[src/hw/rtl/assert_macros.svh]
// ----------------------------------------------------------------------------
// assert_macros.svh
// Shared assertion wrappers for the snapshot RLE decoder RTL.
// ----------------------------------------------------------------------------
`ifndef ASSERT_MACROS_SVH
`define ASSERT_MACROS_SVH

// property must hold at every clock edge outside reset
`define ASSERT_CLK(lbl, clk, rst, prop) \
  lbl: assert property (@(posedge clk) disable iff (rst) prop) \
    else $error("assertion failed");

// condition must never be true outside reset
`define ASSERT_NEVER(lbl, clk, rst, cond) \
  lbl: assert property (@(posedge clk) disable iff (rst) !(cond)) \
    else $error("forbidden condition seen");

`endif

[src/hw/rtl/srle_pkg.sv]
// ----------------------------------------------------------------------------
// srle_pkg
// Types and constants shared by the snapshot RLE block decoder.
// ----------------------------------------------------------------------------
`timescale 1ns / 1ps

package srle_pkg;

  localparam logic [7:0] RUN_MARK  = 8'hED;
  localparam logic [7:0] ZERO_BYTE = 8'h00;

  // records one input word can produce, also the depth of the record buffer
  localparam int REC_SLOTS = 3;

  // register index carried on paddr[2]
  localparam logic CFG_IDX_END_MODE = 1'b0;

  typedef enum logic [2:0] {
    PH_IDLE,
    PH_ED1,
    PH_ED2,
    PH_CNT,
    PH_Z0,
    PH_Z0E,
    PH_Z0EE
  } phase_t;

  typedef struct packed {
    logic [15:0] addr;
    logic [7:0]  value;
    logic [7:0]  count;
    logic        done;
    logic        trunc;
    logic        last;
  } rec_t;

endpackage

[src/hw/rtl/snapshot_rle_block_decoder.sv]
// ----------------------------------------------------------------------------
// snapshot_rle_block_decoder
// Compressed snapshot memory block decoder producing fill records.
// ----------------------------------------------------------------------------
// Input channel (data_valid / data_stall) carries one compressed byte per word
// with start_block, start_address and end_of_block. Output channel
// (fill_valid / fill_stall) carries fill records: write fill_value to
// fill_count addresses from fill_address; block_done, truncated and
// last_result flag the block end and the final record of an input word.
// end_mode is written over the APB port when paddr[2] is 0; the user must
// write it only while the block is idle, the block does not enforce this.
// An accepted word waits in the input register, is decoded from there and its
// records are registered into the record buffer. Throughput is one byte per
// cycle while each byte gives at most one record and fill_stall is low; the
// single output port moves one record per cycle. A three-entry record buffer
// after the decoder holds records while fill_stall is high; data_stall
// rises only when that buffer lacks room for the waiting byte's records.
// Reset clears the buffers, sets end_mode to 0 and leaves no block open.
// ----------------------------------------------------------------------------
`timescale 1ns / 1ps
`include "assert_macros.svh"

module snapshot_rle_block_decoder (
  input  logic        clk,
  input  logic        rst,
  // configuration
  input  logic        psel,
  input  logic        penable,
  input  logic        pwrite,
  input  logic [2:0]  paddr,
  input  logic [31:0] pwdata,
  output logic [31:0] prdata,
  output logic        pready,
  // compressed bytes
  input  logic        data_valid,
  output logic        data_stall,
  input  logic [7:0]  data_byte,
  input  logic        start_block,
  input  logic [15:0] start_address,
  input  logic        end_of_block,
  // fill records
  output logic        fill_valid,
  input  logic        fill_stall,
  output logic [15:0] fill_address,
  output logic [7:0]  fill_value,
  output logic [7:0]  fill_count,
  output logic        block_done,
  output logic        truncated,
  output logic        last_result
);
  import srle_pkg::*;

  logic                 end_mode;
  logic                 cfg_write;

  logic                 s1_valid;
  logic [7:0]           s1_byte;
  logic                 s1_start;
  logic [15:0]          s1_address;
  logic                 s1_end;
  logic                 in_take;

  logic [1:0]           dec_cnt;
  rec_t [REC_SLOTS-1:0] dec_recs;
  logic                 consume;

  rec_t                 rbuf [REC_SLOTS];
  rec_t                 rbuf_next [REC_SLOTS];
  rec_t                 shifted [REC_SLOTS];
  logic [1:0]           buf_cnt;
  logic [1:0]           buf_cnt_next;
  logic                 pop;
  logic [1:0]           n_ap;
  logic [1:0]           slot_idx;

  // --- configuration port
  assign pready    = 1'b1;
  assign cfg_write = psel && penable && pwrite && pready && (paddr[2] == CFG_IDX_END_MODE);
  assign prdata    = (paddr[2] == CFG_IDX_END_MODE) ? {31'd0, end_mode} : 32'd0;

  always_ff @(posedge clk) begin
    if (rst) begin
      end_mode <= 1'b0;
    end else if (cfg_write) begin
      end_mode <= pwdata[0];
    end
  end

  // --- input register
  assign data_stall = s1_valid && !consume;
  assign in_take    = data_valid && !data_stall;

  always_ff @(posedge clk) begin
    if (rst) begin
      s1_valid <= 1'b0;
    end else if (in_take) begin
      s1_valid <= 1'b1;
    end else if (consume) begin
      s1_valid <= 1'b0;
    end
  end

  always_ff @(posedge clk) begin
    if (in_take) begin
      s1_byte    <= data_byte;
      s1_start   <= start_block;
      s1_address <= start_address;
      s1_end     <= end_of_block;
    end
  end

  srle_decode u_decode (
    .clk           (clk),
    .rst           (rst),
    .end_mode      (end_mode),
    .fire          (consume),
    .data_byte     (s1_byte),
    .start_block   (s1_start),
    .start_address (s1_address),
    .end_of_block  (s1_end),
    .rec_cnt       (dec_cnt),
    .recs          (dec_recs)
  );

  // --- record buffer: slot 0 is the output register
  assign pop     = (buf_cnt != 2'd0) && !fill_stall;
  assign n_ap    = buf_cnt - {1'b0, pop};
  assign consume = s1_valid && (({1'b0, n_ap} + {1'b0, dec_cnt}) <= 3'(REC_SLOTS));

  always_comb begin
    slot_idx = 2'd0;
    for (int i = 0; i < REC_SLOTS; i++) begin
      if (pop && i < REC_SLOTS - 1) begin
        shifted[i] = rbuf[i + 1];
      end else begin
        shifted[i] = rbuf[i];
      end
    end
    for (int i = 0; i < REC_SLOTS; i++) begin
      slot_idx     = 2'(i) - n_ap;
      rbuf_next[i] = shifted[i];
      // append new records behind whatever stays
      if (consume && 2'(i) >= n_ap && slot_idx < dec_cnt) begin
        rbuf_next[i] = dec_recs[slot_idx];
      end
    end
    buf_cnt_next = consume ? (n_ap + dec_cnt) : n_ap;
  end

  always_ff @(posedge clk) begin
    if (rst) begin
      buf_cnt <= 2'd0;
    end else begin
      buf_cnt <= buf_cnt_next;
    end
  end

  always_ff @(posedge clk) begin
    for (int i = 0; i < REC_SLOTS; i++) begin
      rbuf[i] <= rbuf_next[i];
    end
  end

  assign fill_valid   = (buf_cnt != 2'd0);
  assign fill_address = rbuf[0].addr;
  assign fill_value   = rbuf[0].value;
  assign fill_count   = rbuf[0].count;
  assign block_done   = rbuf[0].done;
  assign truncated    = rbuf[0].trunc;
  assign last_result  = rbuf[0].last;

  `ASSERT_NEVER(a_stall_empty, clk, rst, !s1_valid && data_stall)
  `ASSERT_CLK(a_full_hold, clk, rst, buf_cnt == 2'd3 && fill_stall |=> buf_cnt == 2'd3)
  `ASSERT_CLK(a_load, clk, rst, in_take |=> s1_valid)

endmodule

[src/hw/rtl/srle_decode.sv]
// ----------------------------------------------------------------------------
// srle_decode
// Decode phase machine: turns one compressed byte into up to three records.
// ----------------------------------------------------------------------------
`timescale 1ns / 1ps
`include "assert_macros.svh"

module srle_decode (
  input  logic                                       clk,
  input  logic                                       rst,
  input  logic                                       end_mode,
  input  logic                                       fire,
  input  logic [7:0]                                 data_byte,
  input  logic                                       start_block,
  input  logic [15:0]                                start_address,
  input  logic                                       end_of_block,
  output logic [1:0]                                 rec_cnt,
  output srle_pkg::rec_t [srle_pkg::REC_SLOTS-1:0]  recs
);
  import srle_pkg::*;

  typedef struct packed {
    rec_t [REC_SLOTS-1:0] recs;
    logic [1:0]           cnt;
    logic [15:0]          wa;
  } rlist_t;

  phase_t      phase;
  phase_t      phase_next;
  logic [15:0] write_address;
  logic [7:0]  run_length;
  logic [7:0]  run_length_next;
  logic        block_finished;
  logic        block_finished_next;
  rlist_t      lst;
  logic        active;
  logic        do_lit;
  logic        done_any;

  // append one record at the running address, drop it if the list is full
  function automatic rlist_t push_rec(rlist_t l, logic [7:0] v, logic [7:0] c,
                                      logic d, logic t);
    rlist_t o;
    o = l;
    if (l.cnt != 2'd3) begin
      o.recs[l.cnt] = '{addr: l.wa, value: v, count: c, done: d, trunc: t,
                        last: 1'b0};
      o.cnt = l.cnt + 2'd1;
      o.wa  = l.wa + {8'd0, c};
    end
    return o;
  endfunction

  always_comb begin
    lst                 = '0;
    lst.wa              = write_address;
    phase_next          = phase;
    run_length_next     = run_length;
    block_finished_next = block_finished;
    active              = 1'b1;
    do_lit              = 1'b0;

    if (start_block) begin
      lst.wa              = start_address;
      phase_next          = PH_IDLE;
      run_length_next     = 8'd0;
      block_finished_next = 1'b0;
    end else if (block_finished) begin
      active = 1'b0;
    end

    if (active) begin
      unique case (phase_next)
        PH_ED1: begin
          if (data_byte == RUN_MARK) begin
            phase_next = PH_ED2;
          end else begin
            lst    = push_rec(lst, RUN_MARK, 8'd1, 1'b0, 1'b0);
            do_lit = 1'b1;
          end
        end
        PH_ED2: begin
          run_length_next = data_byte;
          phase_next      = PH_CNT;
        end
        PH_CNT: begin
          if (run_length_next != 8'd0) begin
            lst = push_rec(lst, data_byte, run_length_next, 1'b0, 1'b0);
          end
          phase_next = PH_IDLE;
        end
        PH_Z0: begin
          if (data_byte == RUN_MARK) begin
            phase_next = PH_Z0E;
          end else begin
            lst    = push_rec(lst, ZERO_BYTE, 8'd1, 1'b0, 1'b0);
            do_lit = 1'b1;
          end
        end
        PH_Z0E: begin
          if (data_byte == RUN_MARK) begin
            phase_next = PH_Z0EE;
          end else begin
            lst    = push_rec(lst, ZERO_BYTE, 8'd1, 1'b0, 1'b0);
            lst    = push_rec(lst, RUN_MARK, 8'd1, 1'b0, 1'b0);
            do_lit = 1'b1;
          end
        end
        PH_Z0EE: begin
          if (data_byte == ZERO_BYTE) begin
            // terminator seen: close the block with a pure end record
            phase_next          = PH_IDLE;
            block_finished_next = 1'b1;
            lst                 = push_rec(lst, 8'd0, 8'd0, 1'b1, 1'b0);
          end else begin
            lst             = push_rec(lst, ZERO_BYTE, 8'd1, 1'b0, 1'b0);
            run_length_next = data_byte;
            phase_next      = PH_CNT;
          end
        end
        default: begin
          do_lit = 1'b1;
        end
      endcase

      if (do_lit) begin
        if (data_byte == RUN_MARK) begin
          phase_next = PH_ED1;
        end else if (end_mode && data_byte == ZERO_BYTE) begin
          phase_next = PH_Z0;
        end else begin
          phase_next = PH_IDLE;
          lst        = push_rec(lst, data_byte, 8'd1, 1'b0, 1'b0);
        end
      end

      if (!block_finished_next && !end_mode && end_of_block) begin
        // at block end, flush a pending zero of a possible terminator as a literal and mark the block done
        case (phase_next)
          PH_Z0: begin
            lst        = push_rec(lst, ZERO_BYTE, 8'd1, 1'b0, 1'b0);
            phase_next = PH_IDLE;
          end
          PH_Z0E: begin
            lst        = push_rec(lst, ZERO_BYTE, 8'd1, 1'b0, 1'b0);
            phase_next = PH_ED1;
          end
          PH_Z0EE: begin
            lst        = push_rec(lst, ZERO_BYTE, 8'd1, 1'b0, 1'b0);
            phase_next = PH_ED2;
          end
          default: begin
          end
        endcase

        if (phase_next == PH_ED1) begin
          lst = push_rec(lst, RUN_MARK, 8'd1, 1'b1, 1'b0);
        end else if (phase_next == PH_ED2 || phase_next == PH_CNT) begin
          lst = push_rec(lst, 8'd0, 8'd0, 1'b1, 1'b1);
        end else if (lst.cnt == 2'd0) begin
          lst = push_rec(lst, 8'd0, 8'd0, 1'b1, 1'b0);
        end else begin
          lst.recs[lst.cnt - 2'd1].done = 1'b1;
        end
        phase_next          = PH_IDLE;
        block_finished_next = 1'b1;
      end
    end

    if (lst.cnt != 2'd0) begin
      lst.recs[lst.cnt - 2'd1].last = 1'b1;
    end
  end

  always_comb begin
    done_any = 1'b0;
    for (int i = 0; i < REC_SLOTS; i++) begin
      if (2'(i) < lst.cnt && lst.recs[i].done) begin
        done_any = 1'b1;
      end
    end
  end

  assign rec_cnt = lst.cnt;
  assign recs    = lst.recs;

  always_ff @(posedge clk) begin
    if (rst) begin
      phase          <= PH_IDLE;
      write_address  <= 16'd0;
      run_length     <= 8'd0;
      block_finished <= 1'b1;
    end else if (fire) begin
      phase          <= phase_next;
      write_address  <= lst.wa;
      run_length     <= run_length_next;
      block_finished <= block_finished_next;
    end
  end

  `ASSERT_CLK(a_no_open_block, clk, rst,
              fire && !start_block && block_finished |-> rec_cnt == 2'd0)
  `ASSERT_CLK(a_done_closes, clk, rst, fire && done_any |=> block_finished)

endmodule
[config.mk]
export PLATFORM = sky130hd
export DESIGN_NAME = snapshot_rle_block_decoder
export DESIGN_NICKNAME = d
export VERILOG_FILES = /design/src/hw/rtl/srle_pkg.sv /design/src/hw/rtl/snapshot_rle_block_decoder.sv /design/src/hw/rtl/srle_decode.sv
export VERILOG_INCLUDE_DIRS = /design/src /design/src/hw/rtl
export SDC_FILE = /design/constraint.sdc
export NUM_CORES = 1
export LEC_CHECK = 0
export BUFFER_PORTS_ARGS = -buffer_cell sky130_fd_sc_hd__buf_4
export CAP_MARGIN = 40
export CORE_AREA = 2 2 169 171
export CTS_BUF_LIST = sky130_fd_sc_hd__clkbuf_4 sky130_fd_sc_hd__clkbuf_8 sky130_fd_sc_hd__clkbuf_16
export CTS_CLUSTER_DIAMETER = 60
export DETAILED_ROUTE_END_ITERATION = 8
export DIE_AREA = 0 0 171 173
export PLACE_DENSITY_LB_ADDON = 0.25
export REMOVE_ABC_BUFFERS = 1
export SYNTH_ARGS = -nofsm -noshare
export SYNTH_HDL_FRONTEND = slang
export SYNTH_SLANG_ARGS = --single-unit
export TNS_END_PERCENT = 10
[constraint.sdc]
create_clock -name clk -period 11.6 [get_ports clk]
set_input_delay 1.16 -clock clk [delete_from_list [all_inputs] [get_ports clk]]
set_output_delay 1.16 -clock clk [all_outputs]
set_load 0.005 [all_outputs]
== Yosys cells after proc, flatten, opt, wreduce, memory -nomap -nowiden ==
Memory sizes are Yosys's and may differ from the RTL's.
Index checks and enable logic that the tools add are counted.
Operators by class
  reductions and logical operators: 37
  mux-type cells: 96
  $lt $le $gt $ge: 22
  $add $sub $neg: 18
  bitwise gates (word level): 1
  eq/ne operators: 17
Operators with widths (number)
  $mux W123: 19
  $bwmux W105: 8
  $pmux W123 S5: 1
  $demux W35 S2: 6
  $mux W35: 12
  $mux W53: 6
  $bmux W35 S2: 3
  $mux W105: 2
  $add A16 B1 Y16 const B: 5
  $mux W3: 13
  $lt A2 B3 Y1 const B: 9
  $mux W8: 3
  $logic_and A1 B1 Y1: 22
  $mux W22: 1
  $eq A3 B3 Y1 const B: 6
  $mux W18: 1
  $pmux W3 S6: 1
  $add A16 B8 Y16: 1
  $mux W16: 1
  $pmux W8 S2: 1
  $mux W1: 14
  $eq A3 B2 Y1 const B: 4
  $ge A2 B1 Y1 const B: 6
  $pmux W3 S3: 1
  other kinds (24): 45
Word-level totals
  word-level logic and storage cells: 203
  output and inout bits: 70
  memories: 1
  register bits after elaboration: 58
  RAM bits: 105
Memories
  rbuf: depth 3, width 35, read ports 3, clocked after Yosys merged registers in 0, write ports 3, RTL line snapshot_rle_block_decoder.sv:67  | rec_t rbuf [REC_SLOTS];

== Logic depth before layout (Yosys ltp) ==
Gate-level depths: netlist of run 1.
  depth in word-level cells: 54
  gate-level depth with buffers: 30

== By module ==
Synthesis of run 1 repeated with hierarchy kept, for this count alone.
Unflattened totals
  cell total of the unflattened synthesis: 1853
  area, all modules: 15130.8 um^2
Modules (own cells, without submodules)
  srle_decode: cells an instance 1131, area an instance 7647.3 um^2, instances 1
  snapshot_rle_block_decoder: cells an instance 722, area an instance 7483.4 um^2, instances 1

== Worst setup path after synthesis of run 1 ==
Ideal clock, no wire load.
  path kind: input port to flip-flop
  from: input port fill_stall
  to: memory rbuf[0][100] (netlist name) (enable)
  library setup time: 616 ps
  required time: 10984 ps
  data arrival time: 9513 ps
  cell stages on the path: 13
  buffers on the path: 5
  setup slack: 1470 ps
  cell sequence: nand2b_1 -> inv_1 -> ha_1 -> clkbuf_1 -> clkinv_1 -> clkbuf_1 -> clkbuf_1 -> ha_1 -> inv_1 -> clkbuf_1 -> clkbuf_1 -> ha_1 -> a2111oi_0
RTL lines
  start: declaration: RTL line snapshot_rle_block_decoder.sv:43  | input logic fill_stall,
  end: declaration: RTL line snapshot_rle_block_decoder.sv:67

==> reports/metrics.cfg, run 1 <==
[critical_path]
slowest_stage = edfxtp_1
path_class = register to register
cp_max_fo = 45
worstPathArrival_ps = 7730
cp_common_cell = and3_1
cp.required_ps = 11800
cp_slowest_stage_delay_ps = 880
endpoint_kind = register
startpoint_type = register
crit_chain = buf_4 > mux2i_2 > inv_1 > ha_1 > and3_1 > o21bai_1 > nand4_1 > or4_1 > and3_1 > and2_1 > or4b_4 > or4_4 > xnor2_4 > o211ai_4 > nor3_4 > xor2_2 > a211o_1 > a31o_1

[routing]
drtIter0Drc = 1894
ant_nets = 0
drtPass1Iterations = 7
route.vias.total = 13526
drc = 0
post_drt_wl_per_cell_um = 24.96
totalWireLength_mm = 50.58
via_per_inst = 6.673

[timing]
clock.fmax_mhz = 132.9
setup_violations = 0
worst_clock_skew_ps = 17.31
tightest_slew_ps = 1116
holdWs_ps = 510.7
period_share_pct = 64.89
period_needed_ps = 7527
rsz0062_at_grt = no
hold_viol = 0
timing.final.ws_setup_ps = 4073
finalMaxSlewViolations = 0
slew_headroom_pct = 23.71

[logic_synthesis]
synth-edff-count = 131
synth_top_cell_area_share_pct = 28.76
yosys.area.top_type = edfxtp_1
seq_area_frac_synth_pct = 33.44
ys.flop_type = edfxtp_1
netlist_area_um2 = 13680
synth_warnings = 0
synth.area.top_cells = edfxtp_1 29%, o21ai_0 4.9%, dfxtp_1 4.7%
synth_seq_cells = 163
synthArstFlopShare_pct = 0
synth.distinct_cells = 104
avgSynthCellArea_um2 = 8.336
synthesis.instances = 1641

[layout]
layout_commonest_cell = nor2_1
fin_nets = 1731
final_cell_mix = 163 x nor2_1, 154 x nand2_1, 135 x o21ai_0
final_layout_size_suffix_gt1_share_pct = 12.86
utilization_pct = 53.56
diodes = 0
syn2layout_area_growth_pct = 8.186

[die]
core-area_um2 = 27630
io_pins = 138
start_util_pct = 49.51
rows = 61
dieArea_um2 = 29580
die_h_um = 173
die_x_um = 171

[grt]
grt_max_degree = 65
track_usage_pct = 34.00
grt_pass1_vias = 12416
grtUsageMet3_pct = 5.402
grt_first_pass_wirelength_mm = 76.29
antenna_found_initial = 0
grt_use_met1_pct = 49.39
grt-ovfl-total = 0
top_usage_layer = met2
grt_use_met2_pct = 50.67

[clock_network]
insertion_delay_ps = 460
cts_buffers = 17
cts_buffer_depth = 2
cts-root-buf = clkbuf_16
clock_sinks = 163
hold_buffers = 0
cts_resized = 0
cts_setup_buffers = 0
clkTransAtPathRegs_ps = 70
cts_tree = done
h-tree-depth = 4

[pwr]
p_total_uw = 2403
p_leak_uw = 0.005226
peakVddDrop_v = 0.0002051
power_density_nw_per_um2 = 162.3

[place]
place_hpwl_mm = 37.40
numPortBuffers = 72
dp_slack_ps = 4226
globalplace.congestion = 0.9893

[worst_hold_path]
min_path_type = register to register

[flow_run]
maxCapViolations = 0

[outcome]
outcome = finished, final reports clean

-- registers in the layout (all words and copies together) (netlist names), 2 cells and up --
register	flops
s1_address	16
rbuf	105
buf_cnt	2
u_decode.phase	3
u_decode.write_address	16
u_decode.run_length	8
s1_byte	8
-- metal layers --
layer / vias to the layer above / part of all wire, %
met4: 0 / 3.6
li1: 6099 / -
met5: - / 0
met1: 6495 / 43
met3: 107 / 9.0
met2: 825 / 44
-- area by class of cell --
| class | instances | area (µm²) |
|---|---|---|
| inverters | 32 | 120.1 |
| clock buffers | 17 | 425.4 |
| repair buffers | 123 | 918.4 |
| fillers | 2673 | 12830 |
| well taps | 378 | 473.0 |
| multi-input cells | 1299 | 8162 |
| flip-flops and latches | 163 | 4574 |
| clock inverters | 15 | 126.4 |
-- critical path, delay by kind of cell (launching register included) --
family	cells	cell delay (ps)
muxes	1	510
adders and majority gates	1	370
AOI/OAI and AO/OA	4	970
buffers and inverters	2	870
DFF	1	880
xor gates and xnor gates	2	460
and+or+nand+nor	8	3160
-- cell usage after synthesis, types with 7 or more instances --
master    instances
a211oi_1         25
nor3_1           40
nand4_1          15
inv_1            30
ha_1             24
mux2_2           14
a22o_1           14
and3_1           15
or3_1            16
o22ai_1          23
and2_1           13
a222oi_1         10
dfxtp_1          32
o21ai_0         135
a31oi_1          30
clkbuf_1         97
mux2i_1          24
a21o_1            8
nand2_1         154
nand2b_1         15
buf_2             7
xor2_1           23
nor4_1           13
o31ai_1          14
edfxtp_1        131
nor2_1          164
nand3b_1         11
a22oi_1          40
nor2b_1          14
o21ai_1          14
a21oi_1         113
o211ai_1         14
nand4b_1          9
o21a_1           10
buf_4            64
a221oi_1         16
xnor2_1          36
nand3_1          63
-- kinds of logic (layout without fill, tap and decap cells) --
family                   after synthesis  in the layout  share of synthesized area (%)
flip-flops                           163            163                          33.44
multiplexers                          40             40                          3.110
buffers and inverters                209            187                          7.884
XOR/XNOR                              63             63                          4.336
AND/OR/NAND/NOR                      585            585                          21.28
adder cells (fa/ha/maj)               27             27                          2.634
AO/OA/AOI/OAI                        552            552                          27.26
other                                  2             32                        0.05490
-- final timing paths --
| check | from | to | slack (ps) | depth (start not counted) |
|---|---|---|---|---|
| worst min-delay path | u_decode.write_address[12] | u_decode.write_address[12] | 510 | 2 |
| worst min register to register | u_decode.write_address[12] | u_decode.write_address[12] | 510 | 2 |
| worst max-delay path | s1_start | rbuf[0][34] | 4070 | 18 |
| worst max register to register | s1_start | rbuf[0][34] | 4070 | 18 |
-- per-stage QoR --
| stage | setup TNS (ps) | cell area (µm²) | cells |
|---|---|---|---|
| after floorplan | -33130 | 12830 | 1494 |
| after detailed placement | 0 | 14250 | 1995 |
| after global placement | 0 | 14180 | 1986 |
| after global routing | 0 | 14800 | 2027 |
| final | 0 | 14800 | 2027 |
| after CTS | 0 | 14800 | 2027 |
-- report_power, final --
| group | leakage, µW | total (µW) | switching, µW | internal, µW |
|---|---|---|---|---|
| clock network | 0.000277 | 561 | 281 | 280 |
| logic | 0.00346 | 990 | 682 | 308 |
| registers | 0.00149 | 852 | 43.6 | 808 |
| total | 0.00523 | 2400 | 1010 | 1400 |
No activity file was read; power rests on OpenSTA's default activity.
==> run 2: changes to the inputs <==
--- a/config.mk
+++ b/config.mk
@@ -6,13 +6,14 @@
 export SDC_FILE = /design/constraint.sdc
 export NUM_CORES = 1
 export LEC_CHECK = 0
+export ABC_AREA = 1
 export BUFFER_PORTS_ARGS = -buffer_cell sky130_fd_sc_hd__buf_4
 export CAP_MARGIN = 40
-export CORE_AREA = 2 2 169 171
+export CORE_AREA = 2 2 171 173
 export CTS_BUF_LIST = sky130_fd_sc_hd__clkbuf_4 sky130_fd_sc_hd__clkbuf_8 sky130_fd_sc_hd__clkbuf_16
 export CTS_CLUSTER_DIAMETER = 60
 export DETAILED_ROUTE_END_ITERATION = 8
-export DIE_AREA = 0 0 171 173
+export DIE_AREA = 0 0 173 175
 export PLACE_DENSITY_LB_ADDON = 0.25
 export REMOVE_ABC_BUFFERS = 1
 export SYNTH_ARGS = -nofsm -noshare
==> constraint.sdc (replaced) <==
create_clock -name clk -period 6.68 [get_ports clk]
set_input_delay 0.668 -clock clk [delete_from_list [all_inputs] [get_ports clk]]
set_output_delay 0.668 -clock clk [all_outputs]
set_load 0.005 [all_outputs]
==> run 2 against run 1 <==
- first-iteration DRC count up 8.0%
- cell count increased by 19%
- area after synthesis is 2.9% higher
- clock power increased by 89%
- synthesized cell count is 22% higher
- core utilization up 0.17 points
- hold slack got worse by 130 ps
==> reports/metrics.cfg, run 2 <==
[critical_path]
cp_slowest_stage_delay_ps = 530  ; -350 ps
startpoint_type = register
r2r-end = rbuf[0][69]
worstPathArrival_ps = 5790  ; -1940 ps
path_class = register to register
crit_buf_inv = 9  ; +7
crit_start = s1_byte[4]
endpoint_kind = register
slowest_stage = edfxtp_1
critical_path.top_delay_family = simple AND/OR/NAND/NOR gates
cp_max_fo = 35  ; -22%
cp.required_ps = 6890  ; -4910 ps
worstRegToRegCells = 24  ; +6
worstSetupEndpoint = rbuf[0][69]
reg2reg_slack_ps = 1090  ; -2980 ps
cp.depth = 24  ; +6
r2r-start = s1_byte[4]
crit_chain = inv_1 > nand2_1 > nor2_1 > nand2_2 > buf_4 > nand2_4 > inv_1 > nor2_1 > inv_1 > nand2_1 > a21oi_1 > nor3_1 > ha_1 > inv_1 > fa_1 > nand2_1 > buf_4 > nor2_1 > nand2_1 > clkinv_1 > buf_4 > or2_2 > nand2_1 > inv_1

[logic_synthesis]
synthesis.instances = 1995  ; +22%
synth-simple-area-share_pct = 34.69  ; +13 points
synth-edff-count = 131  ; unchanged
synth-xor-area-share_pct = 0.6134  ; -3.7 points
ys.flop_type = edfxtp_1
synthTopCellsByCount = 517 x nand2_1, 170 x nor2_1, 166 x inv_1
netlist_area_um2 = 14070  ; +2.9%
synth.area.mux_share_pct = 0.4979  ; -2.6 points
synth_fa_ha_area_share_pct = 2.560  ; -0.074 points
seq_area_frac_synth_pct = 32.50  ; -0.94 points
yosys.area.top_type = edfxtp_1
synthArstFlopShare_pct = 0  ; unchanged
synth_top_cell_area_share_pct = 27.95  ; -0.81 points
synth_compound_area_share_pct = 17.45  ; -9.8 points
synth_top_family_by_area = simple AND/OR/NAND/NOR gates
synth.distinct_cells = 69  ; -34%
synth_seq_cells = 163  ; unchanged
synth.most_common_cell = nand2_1
avgSynthCellArea_um2 = 7.054  ; -15%
synth_warnings = 0  ; unchanged
synth.area.top_cells = edfxtp_1 28%, nand2_1 14%, nand3_1 5.4%

[clock_network]
cts_buffer_depth = 2  ; unchanged
cts_tree = done
clkTransAtPathRegs_ps = 80  ; about the same
clock_sinks = 163  ; unchanged
h-tree-depth = 4  ; unchanged
hold_buffers = 0  ; unchanged
cts_buffers = 17  ; unchanged
insertion_delay_ps = 450  ; about the same
cts-root-buf = clkbuf_16
cts_setup_buffers = 0  ; unchanged
cts_resized = 0  ; unchanged

[timing]
setup_violations = 0  ; unchanged
worst_clock_skew_ps = 13.15  ; -4.159 ps
period_needed_ps = 5585  ; -1942 ps
rsz0062_at_grt = no
clock.fmax_mhz = 179.1  ; +35%
finalMaxSlewViolations = 0  ; unchanged
period_share_pct = 83.61  ; +19 points
slew_headroom_pct = 38.25  ; +15 points
setup_tns_ps = 0  ; unchanged
tightest_slew_ps = 922.8  ; -192.7 ps
hold_viol = 0  ; unchanged

[die]
io_pins = 138  ; unchanged
die_x_um = 173  ; +1.2%
die_h_um = 175  ; +1.2%
start_util_pct = 49.57  ; +0.057 points
dieArea_um2 = 30280  ; +2.3%
rows = 62  ; +1.6%
core-area_um2 = 28390  ; +2.8%

[grt]
grt_max_degree = 62  ; -4.6%
grt_first_pass_wirelength_mm = 74.68  ; -2.1%
antenna_found_initial = 1  ; +1
track_usage_pct = 31.88  ; -2.1 points
grt_pass1_vias = 13130  ; +5.8%
grt-ovfl-total = 0  ; unchanged

[pwr]
p_int_uw = 2409  ; +73%
p_total_uw = 4019  ; +67%
p_sw_share_pct = 40.07  ; -1.8 points
p_switching_uw = 1611  ; +60%
comb_power_share_pct = 38.0  ; -3.2 points
power_density_nw_per_um2 = 263.5  ; +62%
sequentialPowerShare_pct = 35.6  ; about the same
power_frac_clock_pct = 26.4  ; +3.0 points
p_leak_uw = 0.006332  ; +21%
peakVddDrop_v = 0.0001757  ; -14%

[layout]
syn2layout_area_growth_pct = 8.402
final_layout_size_suffix_gt1_share_pct = 15.84  ; +3.0 points
layout_commonest_cell = nand2_1
top_register = rbuf
utilization_pct = 53.73  ; +0.17 points
final_cell_mix = 517 x nand2_1, 168 x nor2_1, 166 x inv_1
fin_nets = 2102  ; +21%
diodes = 0  ; unchanged
largest_reg_flops = 105  ; unchanged
largestRegisters = rbuf: 105 flops, s1_address: 16 flops, u_decode.write_address: 16 flops
fill_cells = 2842  ; +6.3%
multiInputGateArea_um2 = 7989  ; -2.1%
seq_area_um2 = 4574  ; unchanged

[worst_hold_path]
min_path_type = input port to register

[place]
place_hpwl_mm = 36.89  ; -1.4%
numPortBuffers = 72  ; unchanged
globalplace.congestion = 0.9818  ; -0.76%

[routing]
drc = 0  ; unchanged
via_per_inst = 5.988  ; -10%
ant_nets = 0  ; unchanged
drtIter0Drc = 2045  ; +8.0%
totalWireLength_mm = 48.74  ; -3.6%
post_drt_wl_per_cell_um = 20.28  ; -19%
drtPass1Iterations = 7  ; unchanged
route.vias.total = 14395  ; +6.4%

[outcome]
outcome = finished, final reports clean

[flow_run]
maxCapViolations = 0  ; unchanged

run 2: worst min path at each step:
stage                                    start                          to  slack (ps)  depth (start not counted)
floorplan           u_decode.write_address[13]  u_decode.write_address[13]         440                          2
global placement    u_decode.write_address[14]  u_decode.write_address[14]         450                          2
detailed placement  u_decode.write_address[14]  u_decode.write_address[14]         450                          2
CTS                           start_address[6]               s1_address[6]         370                          1
global route                 start_address[11]              s1_address[11]         380                          1
finish                        start_address[6]               s1_address[6]         390                          1
run 2: routing by layer:
| metal | vias up | wire length, µm | track usage (%) |
|---|---|---|---|
| li1 | 6724 | - | - |
| met5 | - | 14 | 0 |
| met1 | 6708 | 21080 | 44.28 |
| met2 | 832 | 20760 | 47.85 |
| met3 | 129 | 4927 | 6.984 |
| met4 | 2 | 1960 | 13.67 |
run 2: worst register-to-register path, delay by kind of cell (launching register included):
kind / cells / cell delay [ps]
AND/OR/NAND/NOR: 12 / 2380
buffers and inverters: 9 / 1630
AO/OA/AOI/OAI: 1 / 80
flip-flops: 1 / 530
adder cells (fa/ha/maj): 2 / 740
run 2: cell families after synthesis:
| group | count (synthesis) |
|---|---|
| AOI/OAI and AO/OA | 397 |
| muxes | 7 |
| and+or+nand+nor | 1041 |
| buffers and inverters | 349 |
| adders and majority gates | 27 |
| xor gates and xnor gates | 9 |
| other | 2 |
| DFF | 163 |
run 2: final cells by class:
| cell class | count | share of cell area (%) |
|---|---|---|
| clock inverter | 14 | 1.156 |
| sequential | 163 | 29.98 |
| tap | 384 | 3.149 |
| timing repair buffer | 111 | 5.511 |
| multi-input combinational | 1513 | 52.37 |
| clock buffer | 18 | 2.838 |
| inverter | 201 | 4.995 |
run 2: power groups by stage:
stage | Sequential, µW | Clock (µW) | Combinational, µW
3_5_place_dp | 1450 | 0 | 1490
3_3_place_gp | 1440 | 0 | 1460
4_1_cts | 1430 | 1070 | 1500
5_1_grt | 1450 | 1110 | 1660
2_1_floorplan | 1460 | 0 | 910
6_report | 1430 | 1060 | 1530
run 2: metrics by stage:
stage,setup slack [ps],cells,instance area (µm²),hold slack [ps]
6_report,1095,2404,15260,385.3
5_1_grt,748.0,2404,15260,380.4
4_1_cts,1259,2404,15260,371.3
3_5_place_dp,1274,2372,14650,454.3
3_3_place_gp,1282,2369,14620,449.3
2_1_floorplan,-4742,1877,13310,436.1
==> run 3: changes to the inputs <==
==> constraint.sdc (replaced) <==
create_clock -name clk -period 4.5 [get_ports clk]
set_input_delay 0.45 -clock clk [delete_from_list [all_inputs] [get_ports clk]]
set_output_delay 0.45 -clock clk [all_outputs]
set_load 0.005 [all_outputs]
==> run 3 against run 2 <==
- the run now ends with setup timing left
- via count rose by 8.9%
- hold slack got worse by 220 ps
- largest power group unchanged
- flip-flop and latch count did not move
- wire length rose by 12%
- combinational power rose by 82%
- highest routed layer is now met4
- worst setup slack got worse by 1300 ps
==> reports/metrics.cfg, run 3 (same netlist as run 2, synthesis figures left out) <==
[outcome]
outcome = finished with violations
violations = setup timing

[layout]
final_layout_size_suffix_gt1_share_pct = 31.42  ; +16 points
final_cell_mix = 463 x nand2_1, 313 x buf_4, 152 x inv_1
multiInputGateArea_um2 = 8843  ; +11%
stdcell_area_um2 = 18000  ; +18%
fill_cells = 2521  ; -11%
largestRegisters = rbuf: 105 flops, s1_address: 16 flops, u_decode.write_address: 16 flops
fin_cells = 2632  ; +9.5%
layout_commonest_cell = nand2_1
largest_reg_flops = 105  ; unchanged
top_register = rbuf
seq_area_um2 = 4574  ; unchanged
fin_nets = 2329  ; +11%
syn2layout_area_growth_pct = 27.90

[die]
io_pins = 138  ; unchanged
rows = 62  ; unchanged
core-area_um2 = 28390  ; unchanged
die_x_um = 173  ; unchanged
start_util_pct = 49.57  ; unchanged
die_h_um = 175  ; unchanged
dieArea_um2 = 30280  ; unchanged

[timing]
worst_clock_skew_ps = 19.97  ; +6.821 ps
setup_violations = 9  ; +9
slew_headroom_pct = 47.16  ; +8.9 points
rsz0062_at_grt = yes
tightest_slew_ps = 786.5  ; -136.3 ps
timing.final.ws_setup_ps = -197.9  ; -1293 ps
clock.fmax_mhz = 212.9  ; +19%
holdWs_ps = 162.9  ; -222.4 ps
finalMaxSlewViolations = 0  ; unchanged
period_needed_ps = 4698  ; -887.1 ps
hold_viol = 0  ; unchanged
period_share_pct = 104.4  ; +21 points

[pwr]
power_density_nw_per_um2 = 362.7  ; +38%
p_leak_uw = 0.007582  ; +20%
peakVddDrop_v = 0.0002855  ; +62%

[routing]
post_drt_wl_per_cell_um = 20.78  ; +2.5%
route.vias.total = 15682  ; +8.9%
via_per_inst = 5.958  ; -0.50%
drtPass1Iterations = 8  ; +1
drtIter0Drc = 2145  ; +4.9%
drc = 0  ; unchanged
totalWireLength_mm = 54.69  ; +12%
ant_nets = 0  ; unchanged

[critical_path]
endpoint_kind = register
slowest_stage = edfxtp_1
reg2reg_slack_ps = -200  ; -1290 ps
startpoint_type = register
worstRegToRegCells = 33  ; +38%
path_class = register to register
worstSetupEndpoint = u_decode.write_address[14]
cp_max_fo = 4  ; -89%
worstPathArrival_ps = 5030  ; -760 ps
r2r-start = s1_start
cp.required_ps = 4830  ; -2060 ps
r2r-end = u_decode.write_address[14]
crit_start = s1_start
cp_common_cell = nand2_2
cp_slowest_stage_delay_ps = 490  ; -40 ps

[worst_hold_path]
hp-start = start_address[6]
min_path_type = input port to register

[place]
numPortBuffers = 72  ; unchanged
place_inst = 2536  ; +6.9%
place_area_um2 = 15930  ; +8.8%
place_hpwl_mm = 39.61  ; +7.4%
globalplace.congestion = 0.9974  ; +1.6%

[clock_network]
cts_buffers = 17  ; unchanged
clock_sinks = 163  ; unchanged
cts_tree = done
cts_buffer_depth = 2  ; unchanged
h-tree-depth = 4  ; unchanged
insertion_delay_ps = 460  ; about the same
hold_buffers = 0  ; unchanged
cts-root-buf = clkbuf_16
clkTransAtPathRegs_ps = 90  ; about the same

[grt]
grt_pass1_vias = 14225  ; +8.3%
grt_first_pass_wirelength_mm = 81.57  ; +9.2%
grt-ovfl-total = 0  ; unchanged
grt_max_degree = 62  ; unchanged
track_usage_pct = 34.85  ; +3.0 points
antenna_found_initial = 1  ; unchanged

[flow_run]
maxCapViolations = 0  ; unchanged

[run 3: changes by cell type in the layout (fill, tap and decap cells not counted), moves of 10 or more]
cell     before  now
buf_4       109  313
buf_6         2   17
ha_1         23   13
inv_1       166  152
inv_2        29   39
nand2_1     517  463
nand2_2      42   80
nand2_4      11   26
nand3_1     152  127
nand3_2      15   33
nor2_1      168  139
nor2_2       29   39
nor2_4       18   37
[run 3: worst max-delay path, delay by kind of cell, from the launching register on]
| family | cells | cell delay, ps |
|---|---|---|
| simple gates | 20 | 2380 |
| compound gates | 3 | 290 |
| fa+ha+maj | 2 | 600 |
| buf+inv | 8 | 800 |
| flops | 1 | 490 |
[run 3: repair_timing]
| item | CTS | global route |
|---|---|---|
| gates resized for setup | 52 | 199 |
| pin swaps | 31 | 100 |
| buffers inserted | 30 | 36 |
| setup endpoints to repair | 91 | 206 |
[run 3: power breakdown]
| group | total (µW) | internal [µW] | switching [µW] |
|---|---|---|---|
| combinational | 2790 | 966 | 1820 |
| sequential | 2130 | 2030 | 93.4 |
| clock | 1620 | 893 | 723 |
| total | 6530 | 3890 | 2640 |
[run 3: stage by stage]
step / TNS [ps] / total power (µW) / worst slack (ps) / util (%)
finish: -902.4 / 6528 / -197.9 / 63.40
global route: -6514 / 6824 / -376.4 / 63.40
CTS: -158.7 / 6282 / -47.60 / 59.77
detailed placement: -3343 / 4588 / -243.6 / 56.12
global placement: -1114 / 4534 / -125.5 / 56.12
floorplan: -756130 / 3514 / -6922 / -
[run 3: cell type report]
class / instances / area share [%]
antenna: 1 / 0.01390
clock buffer: 17 / 2.363
clock inverter: 15 / 1.077
inverter: 201 / 4.324
multi-input combinational: 1513 / 49.13
sequential: 163 / 25.41
tap: 384 / 2.669
timing repair buffer: 338 / 15.01
[run 3: metal layers]
metal / wire length, µm / vias to the layer above / global-route usage, %
met3: 6244 / 187 / 7.028
met4: 2553 / 0 / 13.38
met1: 22130 / 7297 / 48.53
met5: 0 / - / 0
met2: 23760 / 1005 / 53.38
li1: - / 7193 / -
[run 3: worst min path at each step]
stage	cells after the start	end
finish	1	s1_address[6]
detailed placement	2	u_decode.write_address[10]
CTS	1	s1_address[3]
global placement	2	u_decode.write_address[14]
global route	1	s1_address[6]
floorplan	2	u_decode.write_address[13]
